$ cat src/design/fsw_pkg.sv
package fsw_pkg;

	// field widths
	localparam int DELTA_W = 24;
	localparam int RATE_W  = 28;
	localparam int INT_W   = 6;

	// rate numerator: one million frames per second scaled by 256
	localparam logic [RATE_W-1:0] RATE_NUM = 28'd256000000;

	// sequencer program size
	localparam int STEP_W = 4;

	// datapath operations, one per control word
	typedef enum logic [3:0] {
		OP_NONE,
		OP_ACCEPT,
		OP_DIV_RATE,
		OP_DIV_STEP,
		OP_STORE,
		OP_WALK,
		OP_DIV_MEAN,
		OP_STAT,
		OP_EMIT
	} op_t;

	// jump conditions
	typedef enum logic [2:0] {
		C_NEXT,
		C_ALWAYS,
		C_NO_IN,
		C_SKIP,
		C_DIV_MORE,
		C_WALK_MORE,
		C_OUT_BUSY
	} cond_t;

	typedef logic [STEP_W-1:0] step_t;

	typedef struct packed {
		op_t   op;
		cond_t cond;
		step_t target;
	} ucode_t;

	// divider control
	typedef struct packed {
		logic load;
		logic step;
	} div_ctrl_t;

	// program step addresses
	localparam step_t STEP_WAIT     = 4'd0;
	localparam step_t STEP_RATE     = 4'd1;
	localparam step_t STEP_RATE_DIV = 4'd2;
	localparam step_t STEP_STORE    = 4'd3;
	localparam step_t STEP_WALK     = 4'd4;
	localparam step_t STEP_MEAN     = 4'd5;
	localparam step_t STEP_MEAN_DIV = 4'd6;
	localparam step_t STEP_STAT     = 4'd7;
	localparam step_t STEP_EMIT     = 4'd8;
	localparam step_t STEP_RETURN   = 4'd9;

	// control store
	function automatic ucode_t ucode_rom(input step_t s);
		ucode_t w;
		unique case (s)
			STEP_WAIT:     w = '{op: OP_ACCEPT,   cond: C_NO_IN,     target: STEP_WAIT};
			STEP_RATE:     w = '{op: OP_DIV_RATE, cond: C_SKIP,      target: STEP_EMIT};
			STEP_RATE_DIV: w = '{op: OP_DIV_STEP, cond: C_DIV_MORE,  target: STEP_RATE_DIV};
			STEP_STORE:    w = '{op: OP_STORE,    cond: C_NEXT,      target: STEP_WAIT};
			STEP_WALK:     w = '{op: OP_WALK,     cond: C_WALK_MORE, target: STEP_WALK};
			STEP_MEAN:     w = '{op: OP_DIV_MEAN, cond: C_NEXT,      target: STEP_WAIT};
			STEP_MEAN_DIV: w = '{op: OP_DIV_STEP, cond: C_DIV_MORE,  target: STEP_MEAN_DIV};
			STEP_STAT:     w = '{op: OP_STAT,     cond: C_NEXT,      target: STEP_WAIT};
			STEP_EMIT:     w = '{op: OP_EMIT,     cond: C_OUT_BUSY,  target: STEP_EMIT};
			STEP_RETURN:   w = '{op: OP_NONE,     cond: C_ALWAYS,    target: STEP_WAIT};
			default:       w = '{op: OP_NONE,     cond: C_ALWAYS,    target: STEP_WAIT};
		endcase
		return w;
	endfunction

endpackage

$ cat src/design/frame_rate_window_statistics.sv
// Frame rate window statistics.
// One input item per frame tick on the s_ stream: s_tdata is the frame time in
// microseconds. Every tick yields one output item on the m_ stream: m_tuser is
// set when the tick stored a new rate sample, m_tdata carries current, mean,
// minimum and maximum rate (u20.8 frames per second) over the history ring.
// The cfg channel writes the sample interval (ticks between samples); it is
// always ready. The user must write it only while the block is idle; the
// block itself does not enforce this. Throughput: one item at a time. A
// tick that does not sample passes the wait, rate, emit and return steps.
// A sampling tick runs the shared bit-serial divider for the rate and the
// mean (28 + clog2(HISTORY_DEPTH+1) bits wide, 36 at the default depth)
// and walks the valid history slots through the memory's single read port.
// The next item is accepted while the previous result waits in the output
// register; a stalled receiver holds the sequencer only at its emit step.
// Reset empties the ring at once through a fill count (no clearing pass),
// zeroes all statistics and sets the sample interval to one.
module frame_rate_window_statistics #(
	parameter int HISTORY_DEPTH = 128
) (
	input  logic                          clk,
	input  logic                          arst_n,
	input  logic                          cfg_valid,
	output logic                          cfg_ready,
	input  logic [fsw_pkg::INT_W-1:0]     cfg_data,   // sample_interval
	input  logic                          s_tvalid,
	output logic                          s_tready,
	input  logic [23:0]                   s_tdata,    // delta_us
	output logic                          m_tvalid,
	input  logic                          m_tready,
	output logic [111:0]                  m_tdata,    // current, mean, min, max rate
	output logic                          m_tuser     // recorded
);
	import fsw_pkg::*;

	localparam int AW = $clog2(HISTORY_DEPTH);
	localparam int CW = $clog2(HISTORY_DEPTH + 1);
	localparam int SW = RATE_W + CW;
	localparam int VW = (CW > DELTA_W) ? CW : DELTA_W;

	// sequencer
	step_t  step_q;
	ucode_t uw;
	logic   jump;

	// datapath registers
	logic [INT_W-1:0]   interval_q;
	logic [INT_W-1:0]   tick_q;
	logic [DELTA_W-1:0] delta_q;
	logic               skip_q;
	logic               rec_q;
	logic [AW-1:0]      wslot_q;
	logic [CW-1:0]      fill_q;
	logic [CW-1:0]      wi_q;
	logic               rd_v_s1;
	logic [RATE_W-1:0]  rd_data_s1;
	logic [SW-1:0]      sum_q;
	logic [RATE_W-1:0]  lo_q;
	logic [RATE_W-1:0]  hi_q;
	logic [RATE_W-1:0]  cur_q;
	logic [RATE_W-1:0]  mean_q;
	logic [RATE_W-1:0]  min_q;
	logic [RATE_W-1:0]  max_q;
	logic               m_tvalid_q;
	logic               m_tuser_q;
	logic [111:0]       m_tdata_q;

	logic [RATE_W-1:0]  mem [HISTORY_DEPTH];

	// divider hookup
	div_ctrl_t          div_ctrl;
	logic [SW-1:0]      div_dividend;
	logic [VW-1:0]      div_divisor;
	logic [SW-1:0]      div_quo;
	logic               div_last;

	logic               in_fire;
	logic               out_busy;
	logic               emit_fire;
	logic [INT_W:0]     tick_next;
	logic               sample;

	assign uw        = ucode_rom(step_q);
	assign s_tready  = (uw.op == OP_ACCEPT);
	assign in_fire   = s_tvalid && s_tready;
	assign out_busy  = m_tvalid_q && !m_tready;
	assign emit_fire = (uw.op == OP_EMIT) && !out_busy;
	assign cfg_ready = 1'b1;

	assign tick_next = {1'b0, tick_q} + 1'b1;
	assign sample    = tick_next >= {1'b0, interval_q};

	// jump condition
	always_comb begin
		unique case (uw.cond)
			C_NEXT:      jump = 1'b0;
			C_ALWAYS:    jump = 1'b1;
			C_NO_IN:     jump = !s_tvalid;
			C_SKIP:      jump = skip_q;
			C_DIV_MORE:  jump = !div_last;
			C_WALK_MORE: jump = wi_q < fill_q;
			C_OUT_BUSY:  jump = out_busy;
			default:     jump = 1'b0;
		endcase
	end

	// step counter
	always_ff @(posedge clk or negedge arst_n) begin
		if (!arst_n) begin
			step_q <= STEP_WAIT;
		end else if (jump) begin
			step_q <= uw.target;
		end else begin
			step_q <= step_q + 1'b1;
		end
	end

	// divider operand select
	always_comb begin
		div_ctrl.load = (uw.op == OP_DIV_RATE) || (uw.op == OP_DIV_MEAN);
		div_ctrl.step = (uw.op == OP_DIV_STEP);
		if (uw.op == OP_DIV_MEAN) begin
			div_dividend = sum_q;
			div_divisor  = VW'(fill_q);
		end else begin
			div_dividend = SW'(RATE_NUM);
			div_divisor  = VW'(delta_q);
		end
	end

	fsw_div #(
		.DIVIDEND_W (SW),
		.DIVISOR_W  (VW)
	) u_div (
		.clk      (clk),
		.arst_n   (arst_n),
		.ctrl     (div_ctrl),
		.dividend (div_dividend),
		.divisor  (div_divisor),
		.quotient (div_quo),
		.last     (div_last)
	);

	// configuration register
	always_ff @(posedge clk or negedge arst_n) begin
		if (!arst_n) begin
			interval_q <= INT_W'(1);
		end else if (cfg_valid && cfg_ready) begin
			interval_q <= cfg_data;
		end
	end

	// control state: tick counter, ring pointer, fill count, statistics
	always_ff @(posedge clk or negedge arst_n) begin
		if (!arst_n) begin
			tick_q  <= '0;
			skip_q  <= 1'b1;
			rec_q   <= 1'b0;
			wslot_q <= '0;
			fill_q  <= '0;
			wi_q    <= '0;
			rd_v_s1 <= 1'b0;
			cur_q   <= '0;
			mean_q  <= '0;
			min_q   <= '0;
			max_q   <= '0;
		end else begin
			case (uw.op)
				OP_ACCEPT: begin
					if (in_fire) begin
						tick_q <= sample ? '0 : tick_next[INT_W-1:0];
						skip_q <= !(sample && s_tdata != '0);
						rec_q  <= 1'b0;
					end
				end
				OP_STORE: begin
					cur_q   <= div_quo[RATE_W-1:0];
					rec_q   <= 1'b1;
					wslot_q <= (wslot_q == AW'(HISTORY_DEPTH - 1)) ? '0 : wslot_q + 1'b1;
					if (fill_q != CW'(HISTORY_DEPTH)) begin
						fill_q <= fill_q + 1'b1;
					end
					wi_q    <= '0;
					rd_v_s1 <= 1'b0;
				end
				OP_WALK: begin
					if (wi_q < fill_q) begin
						wi_q    <= wi_q + 1'b1;
						rd_v_s1 <= 1'b1;
					end else begin
						rd_v_s1 <= 1'b0;
					end
				end
				OP_STAT: begin
					mean_q <= div_quo[RATE_W-1:0];
					min_q  <= lo_q;
					max_q  <= hi_q;
				end
				default: begin
				end
			endcase
		end
	end

	// input latch and walk accumulators
	always_ff @(posedge clk) begin
		if (in_fire) begin
			delta_q <= s_tdata;
		end
		if (uw.op == OP_STORE) begin
			sum_q <= '0;
			lo_q  <= '1;
			hi_q  <= '0;
		end else if (uw.op == OP_WALK && rd_v_s1) begin
			sum_q <= sum_q + SW'(rd_data_s1);
			if (rd_data_s1 < lo_q) begin
				lo_q <= rd_data_s1;
			end
			if (rd_data_s1 > hi_q) begin
				hi_q <= rd_data_s1;
			end
		end
	end

	// history memory, one write and one registered read port
	always_ff @(posedge clk) begin
		if (uw.op == OP_STORE) begin
			mem[wslot_q] <= div_quo[RATE_W-1:0];
		end
		rd_data_s1 <= mem[wi_q[AW-1:0]];
	end

	// output register
	always_ff @(posedge clk or negedge arst_n) begin
		if (!arst_n) begin
			m_tvalid_q <= 1'b0;
		end else if (emit_fire) begin
			m_tvalid_q <= 1'b1;
		end else if (m_tready) begin
			m_tvalid_q <= 1'b0;
		end
	end

	always_ff @(posedge clk) begin
		if (emit_fire) begin
			m_tuser_q <= rec_q;
			m_tdata_q <= {max_q, min_q, mean_q, cur_q};
		end
	end

	assign m_tvalid = m_tvalid_q;
	assign m_tuser  = m_tuser_q;
	assign m_tdata  = m_tdata_q;

endmodule

$ cat src/design/fsw_div.sv
module fsw_div #(
	parameter int DIVIDEND_W = 36,
	parameter int DIVISOR_W  = 24
) (
	input  logic                  clk,
	input  logic                  arst_n,
	input  fsw_pkg::div_ctrl_t    ctrl,
	input  logic [DIVIDEND_W-1:0] dividend,
	input  logic [DIVISOR_W-1:0]  divisor,
	output logic [DIVIDEND_W-1:0] quotient,
	output logic                  last
);
	import fsw_pkg::*;

	localparam int CNT_W = $clog2(DIVIDEND_W + 1);

	logic [DIVIDEND_W-1:0] quo_q;
	logic [DIVISOR_W-1:0]  rem_q;
	logic [DIVISOR_W-1:0]  dv_q;
	logic [CNT_W-1:0]      cnt_q;
	logic [DIVISOR_W:0]    trial;
	logic [DIVISOR_W:0]    diff;

	// one restoring step: shift in next dividend bit, try subtract
	always_comb begin
		trial = {rem_q, quo_q[DIVIDEND_W-1]};
		diff  = trial - {1'b0, dv_q};
	end

	// bit counter
	always_ff @(posedge clk or negedge arst_n) begin
		if (!arst_n) begin
			cnt_q <= '0;
		end else if (ctrl.load) begin
			cnt_q <= CNT_W'(DIVIDEND_W);
		end else if (ctrl.step && cnt_q != '0) begin
			cnt_q <= cnt_q - 1'b1;
		end
	end

	// remainder and quotient shift register
	always_ff @(posedge clk) begin
		if (ctrl.load) begin
			quo_q <= dividend;
			rem_q <= '0;
			dv_q  <= divisor;
		end else if (ctrl.step) begin
			if (diff[DIVISOR_W]) begin
				rem_q <= trial[DIVISOR_W-1:0];
				quo_q <= {quo_q[DIVIDEND_W-2:0], 1'b0};
			end else begin
				rem_q <= diff[DIVISOR_W-1:0];
				quo_q <= {quo_q[DIVIDEND_W-2:0], 1'b1};
			end
		end
	end

	assign quotient = quo_q;
	assign last     = (cnt_q == CNT_W'(1));

endmodule

$ cat config.mk
export PLATFORM = sky130hd
export DESIGN_NAME = frame_rate_window_statistics
export DESIGN_NICKNAME = d
export VERILOG_FILES = /design/src/design/fsw_pkg.sv /design/src/design/frame_rate_window_statistics.sv /design/src/design/fsw_div.sv
export SDC_FILE = /design/constraint.sdc
export NUM_CORES = 2
export LEC_CHECK = 0
export BUFFER_PORTS_ARGS = -buffer_cell sky130_fd_sc_hd__buf_2
export CORE_UTILIZATION = 48
export CTS_BUF_LIST = sky130_fd_sc_hd__clkbuf_16
export DETAILED_ROUTE_END_ITERATION = 10
export GPL_ROUTABILITY_DRIVEN = 0
export HOLD_SLACK_MARGIN = 0.12
export SLEW_MARGIN = 20
export SYNTH_ARGS = -nofsm -noshare
export SYNTH_HDL_FRONTEND = slang
export SYNTH_SLANG_ARGS = --single-unit
$ cat constraint.sdc
create_clock -name clk -period 27.2 [get_ports clk]
set_clock_uncertainty 0.1 [all_clocks]
set_input_delay 1.36 -clock clk [delete_from_list [all_inputs] [get_ports clk]]
set_output_delay 1.36 -clock clk [all_outputs]
set_load 0.03 [all_outputs]
==> impl_metrics.tcl <==
set metrics [dict create \
    num-nets-final 7926 \
    proportion_of_synthesized_chip_area_in_sequential_cells_pct 75.96 \
    synthesis.yosys.warnings 0 \
    total_number_of_clock_tree_sinks 4086 \
    post_synth_most_frequent_cells "sky130_fd_sc_hd__edfxtp_1, sky130_fd_sc_hd__mux4_2, sky130_fd_sc_hd__nand2_1, sky130_fd_sc_hd__clkbuf_1, sky130_fd_sc_hd__nor2_1" \
    pin_count_of_the_biggest_net_entering_global_routing 135 \
    dpl.hpwl_um 232000 \
    irDropWorstVdd_uv 90.25 \
    port_buffers 149 \
    timing.final.setup_violations 0 \
    timing.critical_path.to_type "flop" \
    numPlacedInstances 11690 \
    grt_antenna_before_repair 29 \
    synthCells 7308 \
    synth_area_mm2 0.1586 \
    power_leakage_nw 57.10 \
    detail_route.iter0.violations 10160 \
    mappedNetlistNets 7479 \
    design.core.area_mm2 0.3279 \
    ys_async_sr_fraction_pct 3.940 \
    top_layer_used "met5" \
    instances_no_fill 12470 \
    primary_ff_master_synth "sky130_fd_sc_hd__edfxtp_1" \
    grt.total_usage_pct 25.35 \
    total_power_w 0.01838 \
    slew-limit-headroom_pct 18.26 \
    cts_setup_buffers 0 \
    cts_tree "yes" \
    synth.most_common_cell "sky130_fd_sc_hd__edfxtp_1" \
    cts-buffers-inserted 409 \
    ctsRootBufferMaster "sky130_fd_sc_hd__clkbuf_16" \
    route.detailed.wl_per_inst_um 33.76 \
    grt_overflow_total 0 \
    timing_worst_setup_path_type "reg -> reg" \
    netlist.top_cell.by_area "sky130_fd_sc_hd__edfxtp_1" \
    std_cell_rows 210 \
    worst_setup_hold_path_clk_slew_ps 60 \
    worst_ep_arrival_time_ps 7910 \
    slew_at_the_pin_closest_to_its_max_slew_limit_ps 1226 \
    area.growth.synth_to_final_pct 13.35 \
    drc_errors 0 \
    start_kind "flop" \
    routed_via_density 6.237 \
    grt_first_pass_wirelength_um 590700 \
    powerDensity_mw_per_mm2 102.2 \
    setup_tns_ps 0 \
    synth.ff_latch_count 4086 \
    synth_area_leaders "sky130_fd_sc_hd__edfxtp_1, sky130_fd_sc_hd__mux4_2, sky130_fd_sc_hd__dfrtp_1" \
    outcome "finished, final reports clean" \
    floorplan.die_area_mm2 0.3327 \
    hold_path_class "in -> async" \
    detailed_routed_wire_length_on_met2_um 202700 \
    route.antenna.remaining_nets 0 \
    critPathRequiredTime_ps 27940 \
    wl_met3_um 35130 \
    clock_tree.htree_level_count 5 \
    layout_worst_path_cycle_share_pct 26.34 \
    drt_pass1_iterations 5 \
    route.layer.met1.wl_um 173300 \
    achievable-frequency_mhz 139.6 \
    routed_wl_um 421100 \
    finalHoldViolCount 0 \
    grt_pass1_vias 76940 \
    die_height_um 576.8 \
    ys_types 70 \
    cap_viol_max_count 0 \
    quantity_of_gates_resized_following_cts 0 \
    cts_hold_repair.buffers 0 \
    synth_enable_flop_cells 3781 \
    cts_max_path_buffers 4 \
    boundaryPins 151 \
    die_w_um 576.8 \
    starting_utilization_of_the_core_area_pct 48.36 \
    critical_path.max_fanout 92 \
    shortest_period_the_worst_path_allows_ps 7165 \
    share_of_cells_above_drive_strength_1_pct 29.39 \
    final-max-slew-violation-count 0 \
    vias 77800 \
    netlist.area_leader.share_pct 71.60 \
    clk-insertion-delay-late_ps 970 \
    rsz0062_at_grt "false" \
    syn-mean-instance-area_um2 21.70 \
]
-- worst paths after layout --
check | start | end | slack [ps] | cells past startpoint
min reg2reg | cur_q[27] | m_tdata[27] | 340 | 0
min in group clk | cur_q[27] | m_tdata[27] | 340 | 0
max in group asynchronous | arst_n | wi_q[5] | 24730 | 3
max | wi_q[0] | rd_data_s1[23] | 20040 | 9
min | arst_n | mean_q[20] | 260 | 1
max reg2reg | wi_q[0] | rd_data_s1[23] | 20040 | 9
-- layer usage --
layer,vias up,track usage (%)
li1,31340,-
met1,42340,37.24
met2,3596,40.38
met3,524,3.753
met4,2,6.150
met5,-,0
-- state kept, by name (all words and copies together) (netlist names), 36 cells and up --
name / cells
mem: 3584
m_tdata: 112
u_div.quotient: 36
sum_q: 36
-- cells in the final DEF (no fill, tap or decap), types with 31 or more instances in the layout --
master	n
sky130_fd_sc_hd__edfxtp_1	3781
sky130_fd_sc_hd__mux4_2	1176
sky130_fd_sc_hd__clkbuf_16	418
sky130_fd_sc_hd__nand2_1	367
sky130_fd_sc_hd__buf_4	249
sky130_fd_sc_hd__inv_1	187
sky130_fd_sc_hd__dfrtp_1	152
sky130_fd_sc_hd__buf_2	148
sky130_fd_sc_hd__dfxtp_1	144
sky130_fd_sc_hd__o21ai_0	141
sky130_fd_sc_hd__ha_1	134
sky130_fd_sc_hd__nor2_4	129
sky130_fd_sc_hd__nand3_1	105
sky130_fd_sc_hd__clkinv_1	104
sky130_fd_sc_hd__nor2_1	101
sky130_fd_sc_hd__a21oi_1	75
sky130_fd_sc_hd__clkinv_2	70
sky130_fd_sc_hd__a21o_1	65
sky130_fd_sc_hd__mux2_2	63
sky130_fd_sc_hd__bufinv_16	42
sky130_fd_sc_hd__xnor2_1	38
sky130_fd_sc_hd__mux2i_1	34
sky130_fd_sc_hd__xor2_1	32
sky130_fd_sc_hd__o211ai_1	31
-- critical path: stages, from the launching register on --
cell and delay (ps):
sky130_fd_sc_hd__dfrtp_4 850, sky130_fd_sc_hd__buf_4 840, sky130_fd_sc_hd__buf_12 640, sky130_fd_sc_hd__buf_4 820, sky130_fd_sc_hd__buf_4 720, sky130_fd_sc_hd__buf_4 810, sky130_fd_sc_hd__mux4_2 600, sky130_fd_sc_hd__mux4_2 610
sky130_fd_sc_hd__mux4_2 510, sky130_fd_sc_hd__mux2_2 280
-- metrics by stage --
| step | setup WS (ps) | hold slack, ps | util [%] | area (um^2) |
|---|---|---|---|---|
| 2_1_floorplan | 17340 | 319.4 | - | 158600 |
| 3_3_place_gp | 19800 | 326.8 | 50.71 | 166300 |
| 3_5_place_dp | 19780 | 328.7 | 50.71 | 166300 |
| 4_1_cts | 19740 | 211.7 | 54.78 | 179600 |
| 5_1_grt | 19420 | 267.3 | 54.80 | 179700 |
| 6_report | 20040 | 263.0 | 54.81 | 179700 |
-- layout make-up --
type | count | area, um^2
fillers | 24490 | 148200
flip-flops and latches | 4086 | 120500
multi-input cells | 2735 | 37170
clock buffers | 418 | 10460
well taps | 4346 | 5438
clock inverters | 336 | 2865
repair buffers | 409 | 2823
inverters | 114 | 427.9
diodes | 30 | 75.07
-- report_power, final --
part,internal (W),switching [W]
Clock,0.00319,0.00240
Sequential,0.00805,0.000306
Combinational,0.00158,0.00285
-- cell families (layout without fill, tap and decap cells) --
group,count (synthesis),in the layout,share of synthesized area [%]
multiplexers,1273,1273,17.36
flip-flops,4086,4086,75.96
other,1,31,0.002365
AO/OA/AOI/OAI,411,411,1.646
XOR/XNOR,71,71,0.3922
AND/OR/NAND/NOR,843,843,2.302
adder cells (fa/ha/maj),136,136,1.083
buffers and inverters,487,1277,1.250
(Power assumes the default switching activity.)
